--- src/assert_macros.svh ---
// assertion macros used by the noise texture rtl controller
`ifndef ASSERT_MACROS_SVH
`define ASSERT_MACROS_SVH

// plain property checked on every rising clock edge outside reset
`define VNT_ASSERT(lbl, prop, msg) \
  lbl: assert property (@(posedge clk_i) disable iff (!rst_ni) (prop)) else $error(msg);

// antecedent implies consequent in the same cycle
`define VNT_ASSERT_IMP(lbl, ante, cons, msg) \
  lbl: assert property (@(posedge clk_i) disable iff (!rst_ni) (ante) |-> (cons)) else $error(msg);

`endif

--- src/vnt_pkg.sv ---
// shared types, constants and codes of the value noise texture block
package vnt_pkg;

  localparam int unsigned MAX_OCTAVES = 8;
  localparam int unsigned FRAC_BITS   = 16;
  localparam int unsigned OCT_W       = 4;
  localparam int unsigned LAT_W       = 18;
  localparam int unsigned SUM_W       = 22;
  localparam int unsigned LERP_W      = 22;
  localparam int unsigned PROD_W      = 2 * LERP_W;
  localparam int unsigned TOT_W       = 26;
  localparam int unsigned SX_W        = 49;
  localparam int unsigned AMP_W       = FRAC_BITS + 1;
  localparam int unsigned HASH_DROP   = 30 - FRAC_BITS;

  localparam logic [31:0] HASH_Y_MUL = 32'd57;
  localparam int unsigned HASH_SHIFT = 13;
  localparam logic [31:0] HASH_M1    = 32'd15731;
  localparam logic [31:0] HASH_A1    = 32'd789221;
  localparam logic [31:0] HASH_A2    = 32'd1376312589;

  // configuration register indexes
  localparam logic [2:0] CFG_OCTAVES = 3'd0;
  localparam logic [2:0] CFG_PERSIST = 3'd1;
  localparam logic [2:0] CFG_SCALE   = 3'd2;
  localparam logic [2:0] CFG_COLOR1  = 3'd3;
  localparam logic [2:0] CFG_COLOR2  = 3'd4;

  // interpolation and accumulation steps
  localparam logic [1:0] STEP_ROW0 = 2'd0;
  localparam logic [1:0] STEP_ROW1 = 2'd1;
  localparam logic [1:0] STEP_COL  = 2'd2;
  localparam logic [1:0] STEP_ACC  = 2'd3;

  // color channels
  localparam logic [1:0] CH_RED   = 2'd0;
  localparam logic [1:0] CH_GREEN = 2'd1;
  localparam logic [1:0] CH_BLUE  = 2'd2;

  typedef struct packed {
    logic signed [31:0] u_coord;
    logic signed [31:0] v_coord;
  } in_t;

  typedef struct packed {
    logic signed [19:0] noise_coeff;
    logic [7:0]         red;
    logic [7:0]         green;
    logic [7:0]         blue;
  } out_t;

  typedef struct packed {
    logic       load;
    logic       hash_issue;
    logic [3:0] sel;
    logic       smooth_en;
    logic       mul_en;
    logic       add_en;
    logic       oct_next;
    logic       color_en;
    logic       out_load;
  } dp_cmd_t;

  typedef struct packed {
    logic hash_busy;
    logic zero_oct;
    logic last_oct;
  } dp_sts_t;

endpackage

--- src/vnt_ctrl.sv ---
// controller: sequences hashing, smoothing and interpolation per octave, then color
`include "assert_macros.svh"

module vnt_ctrl (
  input  logic             clk_i,
  input  logic             rst_ni,
  input  logic             in_valid_i,
  output logic             in_ready_o,
  output logic             out_valid_o,
  input  logic             out_ready_i,
  input  vnt_pkg::dp_sts_t sts_i,
  output vnt_pkg::dp_cmd_t cmd_o
);
  import vnt_pkg::*;

  localparam logic [2:0] S_IDLE   = 3'd0;
  localparam logic [2:0] S_HASH   = 3'd1;
  localparam logic [2:0] S_SMOOTH = 3'd2;
  localparam logic [2:0] S_LERP   = 3'd3;
  localparam logic [2:0] S_COLOR  = 3'd4;
  localparam logic [2:0] S_DONE   = 3'd5;

  logic [2:0] state_q, state_d;
  logic [4:0] cnt_q, cnt_d;
  logic       out_valid_q, out_valid_d;

  always_comb begin
    state_d    = state_q;
    cnt_d      = cnt_q;
    cmd_o      = '0;
    in_ready_o = 1'b0;
    case (state_q)
      S_IDLE: begin
        in_ready_o = 1'b1;
        if (in_valid_i) begin
          cmd_o.load = 1'b1;
          cnt_d      = '0;
          state_d    = sts_i.zero_oct ? S_COLOR : S_HASH;
        end
      end
      S_HASH: begin
        cmd_o.sel = cnt_q[3:0];
        if (!cnt_q[4]) begin
          cmd_o.hash_issue = 1'b1;
          cnt_d            = cnt_q + 5'd1;
        end else if (!sts_i.hash_busy) begin
          cnt_d   = '0;
          state_d = S_SMOOTH;
        end
      end
      S_SMOOTH: begin
        cmd_o.smooth_en = 1'b1;
        cmd_o.sel       = {2'b00, cnt_q[1:0]};
        if (cnt_q[1:0] == 2'd3) begin
          cnt_d   = '0;
          state_d = S_LERP;
        end else begin
          cnt_d = cnt_q + 5'd1;
        end
      end
      S_LERP: begin
        // even cycle multiplies, odd cycle adds
        cmd_o.sel    = {2'b00, cnt_q[2:1]};
        cmd_o.mul_en = !cnt_q[0];
        cmd_o.add_en = cnt_q[0];
        if (cnt_q[2:0] == 3'd7) begin
          cmd_o.oct_next = 1'b1;
          cnt_d          = '0;
          state_d        = sts_i.last_oct ? S_COLOR : S_HASH;
        end else begin
          cnt_d = cnt_q + 5'd1;
        end
      end
      S_COLOR: begin
        cmd_o.color_en = 1'b1;
        cmd_o.sel      = {2'b00, cnt_q[1:0]};
        if (cnt_q[1:0] == CH_BLUE) begin
          cnt_d   = '0;
          state_d = S_DONE;
        end else begin
          cnt_d = cnt_q + 5'd1;
        end
      end
      S_DONE: begin
        if (!out_valid_q || out_ready_i) begin
          cmd_o.out_load = 1'b1;
          state_d        = S_IDLE;
        end
      end
      default: state_d = S_IDLE;
    endcase
  end

  always_comb begin
    out_valid_d = out_valid_q;
    if (cmd_o.out_load) begin
      out_valid_d = 1'b1;
    end else if (out_ready_i) begin
      out_valid_d = 1'b0;
    end
  end

  always_ff @(posedge clk_i or negedge rst_ni) begin
    if (!rst_ni) begin
      state_q     <= S_IDLE;
      cnt_q       <= '0;
      out_valid_q <= 1'b0;
    end else begin
      state_q     <= state_d;
      cnt_q       <= cnt_d;
      out_valid_q <= out_valid_d;
    end
  end

  assign out_valid_o = out_valid_q;

  `VNT_ASSERT_IMP(a_smooth_after_hash, $rose(state_q == S_SMOOTH), $past(state_q) == S_HASH, "smoothing entered without hashing")
  `VNT_ASSERT_IMP(a_grid_settled, state_q == S_SMOOTH, !sts_i.hash_busy, "hash pipeline busy during smoothing")
  `VNT_ASSERT_IMP(a_last_octave, (state_q == S_COLOR) && ($past(state_q) == S_LERP), $past(sts_i.last_oct), "color mix before last octave")

endmodule

--- config.mk ---
export PLATFORM = sky130hd
export DESIGN_NAME = vnt_ctrl
export DESIGN_NICKNAME = d
export VERILOG_FILES = /design/src/vnt_pkg.sv /design/src/vnt_ctrl.sv
export VERILOG_INCLUDE_DIRS = /design/src /design/src/src
export SDC_FILE = /design/constraint.sdc
export NUM_CORES = 1
export LEC_CHECK = 0
export ABC_CLOCK_PERIOD_IN_PS = 2500
export BUFFER_PORTS_ARGS = -buffer_cell sky130_fd_sc_hd__buf_2
export CAP_MARGIN = 20
export CELL_PAD_IN_SITES_DETAIL_PLACEMENT = 1
export CELL_PAD_IN_SITES_GLOBAL_PLACEMENT = 2
export CORE_AREA = 2 2 66 52
export DETAILED_ROUTE_END_ITERATION = 10
export DIE_AREA = 0 0 68 54
export GPL_ROUTABILITY_DRIVEN = 0
export GPL_TIMING_DRIVEN = 1
export PLACE_DENSITY_LB_ADDON = 0.1
export SLEW_MARGIN = 20
export SYNTH_ARGS = -nofsm -noshare
export SYNTH_HDL_FRONTEND = slang
export SYNTH_SLANG_ARGS = --single-unit
--- constraint.sdc ---
create_clock -name clk_i -period 2.5 [get_ports clk_i]
set_input_delay 0.25 -clock clk_i [delete_from_list [all_inputs] [get_ports clk_i]]
set_output_delay 0.25 -clock clk_i [all_outputs]
set_load 0.01 [all_outputs]
==> Yosys cells after proc, flatten, opt, wreduce, memory -nomap -nowiden <==
Index checks and enable logic that the tools add are counted.
{ "totals": {"register_bits": 9, "in_bits": 7, "output_inout_bits": 14, "word_cells": 62} }
{ "op_classes": {"addsub": 1, "n_eq_ne": 16, "muxes": 31, "reduce_logical": 10} }
{ "ops": {"columns": ["op", "n"], "rows": [
  ["3-bit 2-to-1 mux", 10],
  ["5-bit 2-to-1 mux", 6],
  ["5-bit one-hot mux with 5 select lines", 1],
  ["3-bit one-hot mux with 6 select lines", 1],
  ["2-bit != test (second input constant)", 7],
  ["1-bit 2-to-1 mux", 12],
  ["4-bit one-hot mux with 3 select lines", 1],
  ["3-bit equality test (second input constant)", 3],
  ["7-bit AND reduction", 1],
  ["3-bit by 2-bit equality test with 1-bit output (second input constant)", 2],
  ["5-bit by 1-bit adder with 5-bit output (second input constant)", 1],
  ["5-bit nonzero test", 1],
  ["2-bit equality test (second input constant)", 2],
  ["3-bit by 1-bit equality test with 1-bit output (second input constant)", 1],
  ["3-bit zero test", 1],
  ["3-bit != test (second input constant)", 1],
  ["3-bit AND reduction", 1],
  ["1-bit zero test", 2],
  ["2-bit AND reduction", 1],
  ["2-bit nonzero test", 1],
  ["2-bit OR reduction", 1],
  ["1-bit logical OR", 1]
]} }

==> Logic depth before layout (Yosys ltp) <==
{ "logic_depth": {"depth_word": 5, "ltp_mapped": 7, "mapped_depth_nobuf": 6} }

==> Worst setup path before layout <==
No wires, ideal clock.
{ "synth_path": {"path_type": "reg2reg", "from": "register cnt_q[0]", "to": "register cnt_q[4]", "setup_time_ps": 84, "arrival_ps": 1916, "required_time_ps": 2416, "setup_slack_ps": 500, "stages_incl_launch_ff": 8, "path_buffers": 1, "period_less_slack_ps": 2000, "cell_sequence": "dfrtp_1 > clkbuf_1 > inv_1 > ha_1 > or4b_4 > and2_4 > nand2b_1 > a41oi_2"} }
{ "synth_via": {"elab_chain_len": 3, "word_cells_on_any_way": 9, "classes_between": "add/sub (1); eq/ne (3); mux (5)"} }
{ "synth_rtl": {"columns": ["item", "line_no", "rtl"], "rows": [
  ["start: declaration", "vnt_ctrl.sv:24", "logic [4:0] cnt_q, cnt_d;"],
  ["start signal: assignment", "vnt_ctrl.sv:110", "cnt_q <= cnt_d;"],
  ["5-bit by 1-bit adder with 5-bit output (tied with other cells)", null, null],
  ["5-bit 2-to-1 mux (on tied branches)", null, null],
  ["5-bit one-hot mux with 5 select lines *", "vnt_ctrl.sv:32", "case (state_q)"]
]} }
Every way passes the cells marked *; elsewhere a longest branch is shown, timed or not.
A chain may end at the register's enable or synchronous reset.

==> Worst setup path in the final report <==
{ "layout_path": {"from": "register cnt_q[0]", "to": "register cnt_q[3]"} }
Same word-level chain as after synthesis.

==> flow_metrics.env <==
export IMPL_status="finished, final reports clean"
export IMPL_worstMarginPinSlew_ns=0.738
export IMPL_die_area_um2=3670
export IMPL_cts_repair_resized=0
export IMPL_min_period_ns=2.07
export IMPL_tns_ns=0
export IMPL_rows=18
export IMPL_cts_root_buf="clkbuf_8"
export IMPL_grt_pass1_vias=843
export IMPL_synth_fp_nets=121
export IMPL_p_leak_nw=0.490
export IMPL_ys_seq_area_frac=0.257
export IMPL_critPathArrivalTime_ns=2.24
export IMPL_routed_wl_mm=2.56
export IMPL_crit_family="simple AND/OR/NAND/NOR gates"
export IMPL_hold_slack_ns=0.371
export IMPL_h_tree_depth=1
export IMPL_drt_iter0_drc=15
export IMPL_synth_mux_area_frac=0.0228
export IMPL_io_buffers=20
export IMPL_syn2layout_area_growth_pct=19.1
export IMPL_wl_per_cell_um=15.3
export IMPL_ant_nets=0
export IMPL_synth_top_family_by_area="compound AO/OA/AOI/OAI gates"
export IMPL_drc_errors=0
export IMPL_dr_total_vias=860
export IMPL_syn_area_um2=877
export IMPL_pin_count=21
export IMPL_cts_hold_buf=1
export IMPL_cts_sinks=9
export IMPL_clk_transition_reported_paths_ns=0.04
export IMPL_synthCells=108
export IMPL_final_cell_mix="buf_2, nor2_1, dfrtp_1"
export IMPL_cts_buffers=3
export IMPL_insertion_delay_ns=0.23
export IMPL_slowest_delay_ns=0.57
export IMPL_drv_slew=0
export IMPL_dp_final_hpwl_mm=1.89
export IMPL_hold_class="in2reg"
export IMPL_globalRouteMet1Util=0.231
export IMPL_initial_core_util=0.282
export IMPL_critPathRequiredTime_ns=2.67
export IMPL_path_class="reg2reg"
export IMPL_stdcell_count=167
export IMPL_setup_ws_ns=0.428
export IMPL_synth_async_reset_ratio=1.00
export IMPL_synth_area_per_cell_um2=8.12
export IMPL_fp_dieW_um=68
export IMPL_clk_path_buf_depth=2
export IMPL_synth_compound_area_frac=0.280
export IMPL_antenna_cells=0
export IMPL_synth_edf_count=0
export IMPL_core_area_um2=3110
export IMPL_use_met2=0.241
export IMPL_synthXorXnorAreaFrac=0
export IMPL_die_h_um=54
export IMPL_slew_headroom=0.508
export IMPL_post_cts_buffers=0
export IMPL_fmax_mhz=483
export IMPL_nets=141
export IMPL_grt_busiest_layer="met2"
export IMPL_antenna_found_initial=0
export IMPL_maxCapViolations=0
export IMPL_drive_gt1_frac=0.252
export IMPL_use_met3=0.0126
export IMPL_seqCellArea_um2=225
export IMPL_ys_warn_count=0
export IMPL_peakVddDrop_mv=0.253
export IMPL_synth_adder_area_share=0.0856
export IMPL_final_hold_violation_count=0
export IMPL_dpl_cell_area_um2=990
export IMPL_skew_ns=0.000613
export IMPL_grt_use_total=0.158
export IMPL_final_common_cell="buf_2"
export IMPL_rsz0062_at_grt="false"
export IMPL_crit_chain="inv_1, ha_1, or4b_4, and2_4, a211oi_2, a211o_1"
export IMPL_via_per_inst=5.15
export IMPL_start_kind="register"
export IMPL_drtPass1Iterations=4
export IMPL_synth_seq_cells=9
export IMPL_path_buf_inv=1
export IMPL_cts_tree="yes"
export IMPL_grt_start_max_net_pins=23
export IMPL_synth_ff_type="dfrtp_1"
export IMPL_place_ws_ns=0.425
export IMPL_setup_viol=0
export IMPL_multi_input_area_um2=581
export IMPL_worstPathMaxFanout=11
export IMPL_fin_crit_sh=0.829
export IMPL_synth_simple_area_share=0.274
export IMPL_cpMaxStageDelayCell="or4b_4"
export IMPL_grt_pass1_wl_mm=4.33
export IMPL_nFillCells=389
export IMPL_numPlacedInstances=162
export IMPL_ys_types=38
export IMPL_worstSetupEndpointType="register"
export IMPL_powerDensity_nw_per_um2=1080
export IMPL_grt_ovfl_total=0
export IMPL_post_route_cell_area_um2=1040
-- power by group --
| group | total [W] | switching, W | internal (W) | leakage, nW |
|---|---|---|---|---|
| clock network | 0.000165 | 0.0000546 | 0.000111 | 0.0228 |
| registers | 0.000327 | 0.000137 | 0.000191 | 0.119 |
| logic | 0.000633 | 0.000349 | 0.000285 | 0.348 |
-- metrics by stage --
step	util	power [W]
2_1_floorplan	-	0.000787
3_3_place_gp	0.318	0.000975
3_5_place_dp	0.318	0.000963
4_1_cts	0.336	0.00114
5_1_grt	0.336	0.00124
6_report	0.336	0.00113
-- worst register-to-register path, cell delays in order, from the launching register on --
cell	delay, ns
dfrtp_1	0.53
inv_1	0.15
ha_1	0.24
or4b_4	0.57
and2_4	0.18
a211oi_2	0.23
a211o_1	0.12
-- worst paths after layout --
check	from	to	slack [ns]	cells past startpoint
worst max register to register	cnt_q[0]$_DFFE_PN0P_	cnt_q[3]$_DFFE_PN0P_	0.43	6
min in group asynchronous	rst_ni	cnt_q[1]$_DFFE_PN0P_	0.41	2
worst min register to register	out_valid_o$_DFFE_PN0P_	out_valid_o$_DFFE_PN0P_	0.56	2
max in group asynchronous	rst_ni	state_q[1]$_DFFE_PN0P_	1.91	2
worst max-delay path	cnt_q[0]$_DFFE_PN0P_	cnt_q[3]$_DFFE_PN0P_	0.43	6
worst min-delay path	out_ready_i	out_valid_o$_DFFE_PN0P_	0.37	3
-- synthesized netlist by cell type, types with 2 or more instances --
master / number / area share
and3_1: 2 / 0.014
nor3_1: 2 / 0.011
o21ai_1: 3 / 0.017
nand2_1: 7 / 0.030
mux2i_1: 2 / 0.023
a21oi_1: 7 / 0.040
ha_1: 6 / 0.086
nor2_1: 15 / 0.064
inv_1: 5 / 0.021
o21ai_0: 5 / 0.029
nor2b_1: 2 / 0.014
dfrtp_1: 9 / 0.26
buf_6: 2 / 0.026
or4b_4: 2 / 0.031
a221o_1: 3 / 0.034
nand3_1: 4 / 0.023
nand2b_1: 4 / 0.029
and2_1: 4 / 0.029
clkbuf_1: 2 / 0.0086
buf_2: 3 / 0.017
a31oi_1: 2 / 0.014
-- registers in the layout, summed over array words and instances, names as in the netlist --
register / flops
cnt_q: 5
out_valid_o: 1
state_q: 3
-- routing by layer --
| metal | part of all wire | vias to the layer above |
|---|---|---|
| met5 | 0 | - |
| met4 | 0.011 | 0 |
| met3 | 0.034 | 2 |
| met2 | 0.43 | 21 |
| met1 | 0.52 | 409 |
| li1 | - | 428 |
-- cell type report --
class | count | area share
Multi-Input combinational cell | 86 | 0.556
Sequential cell | 9 | 0.216
Timing Repair Buffer | 23 | 0.120
Tap cell | 40 | 0.0479
Clock buffer | 4 | 0.0431
Inverter | 5 | 0.0180
-- cell families (layout without fill, tap and decap cells) --
family / after synthesis / count (layout)
AO/OA/AOI/OAI: 33 / 33
adder cells (fa/ha/maj): 6 / 6
buffers and inverters: 13 / 32
flip-flops: 9 / 9
multiplexers: 2 / 2
AND/OR/NAND/NOR: 45 / 45
(Power assumes the default switching activity.)
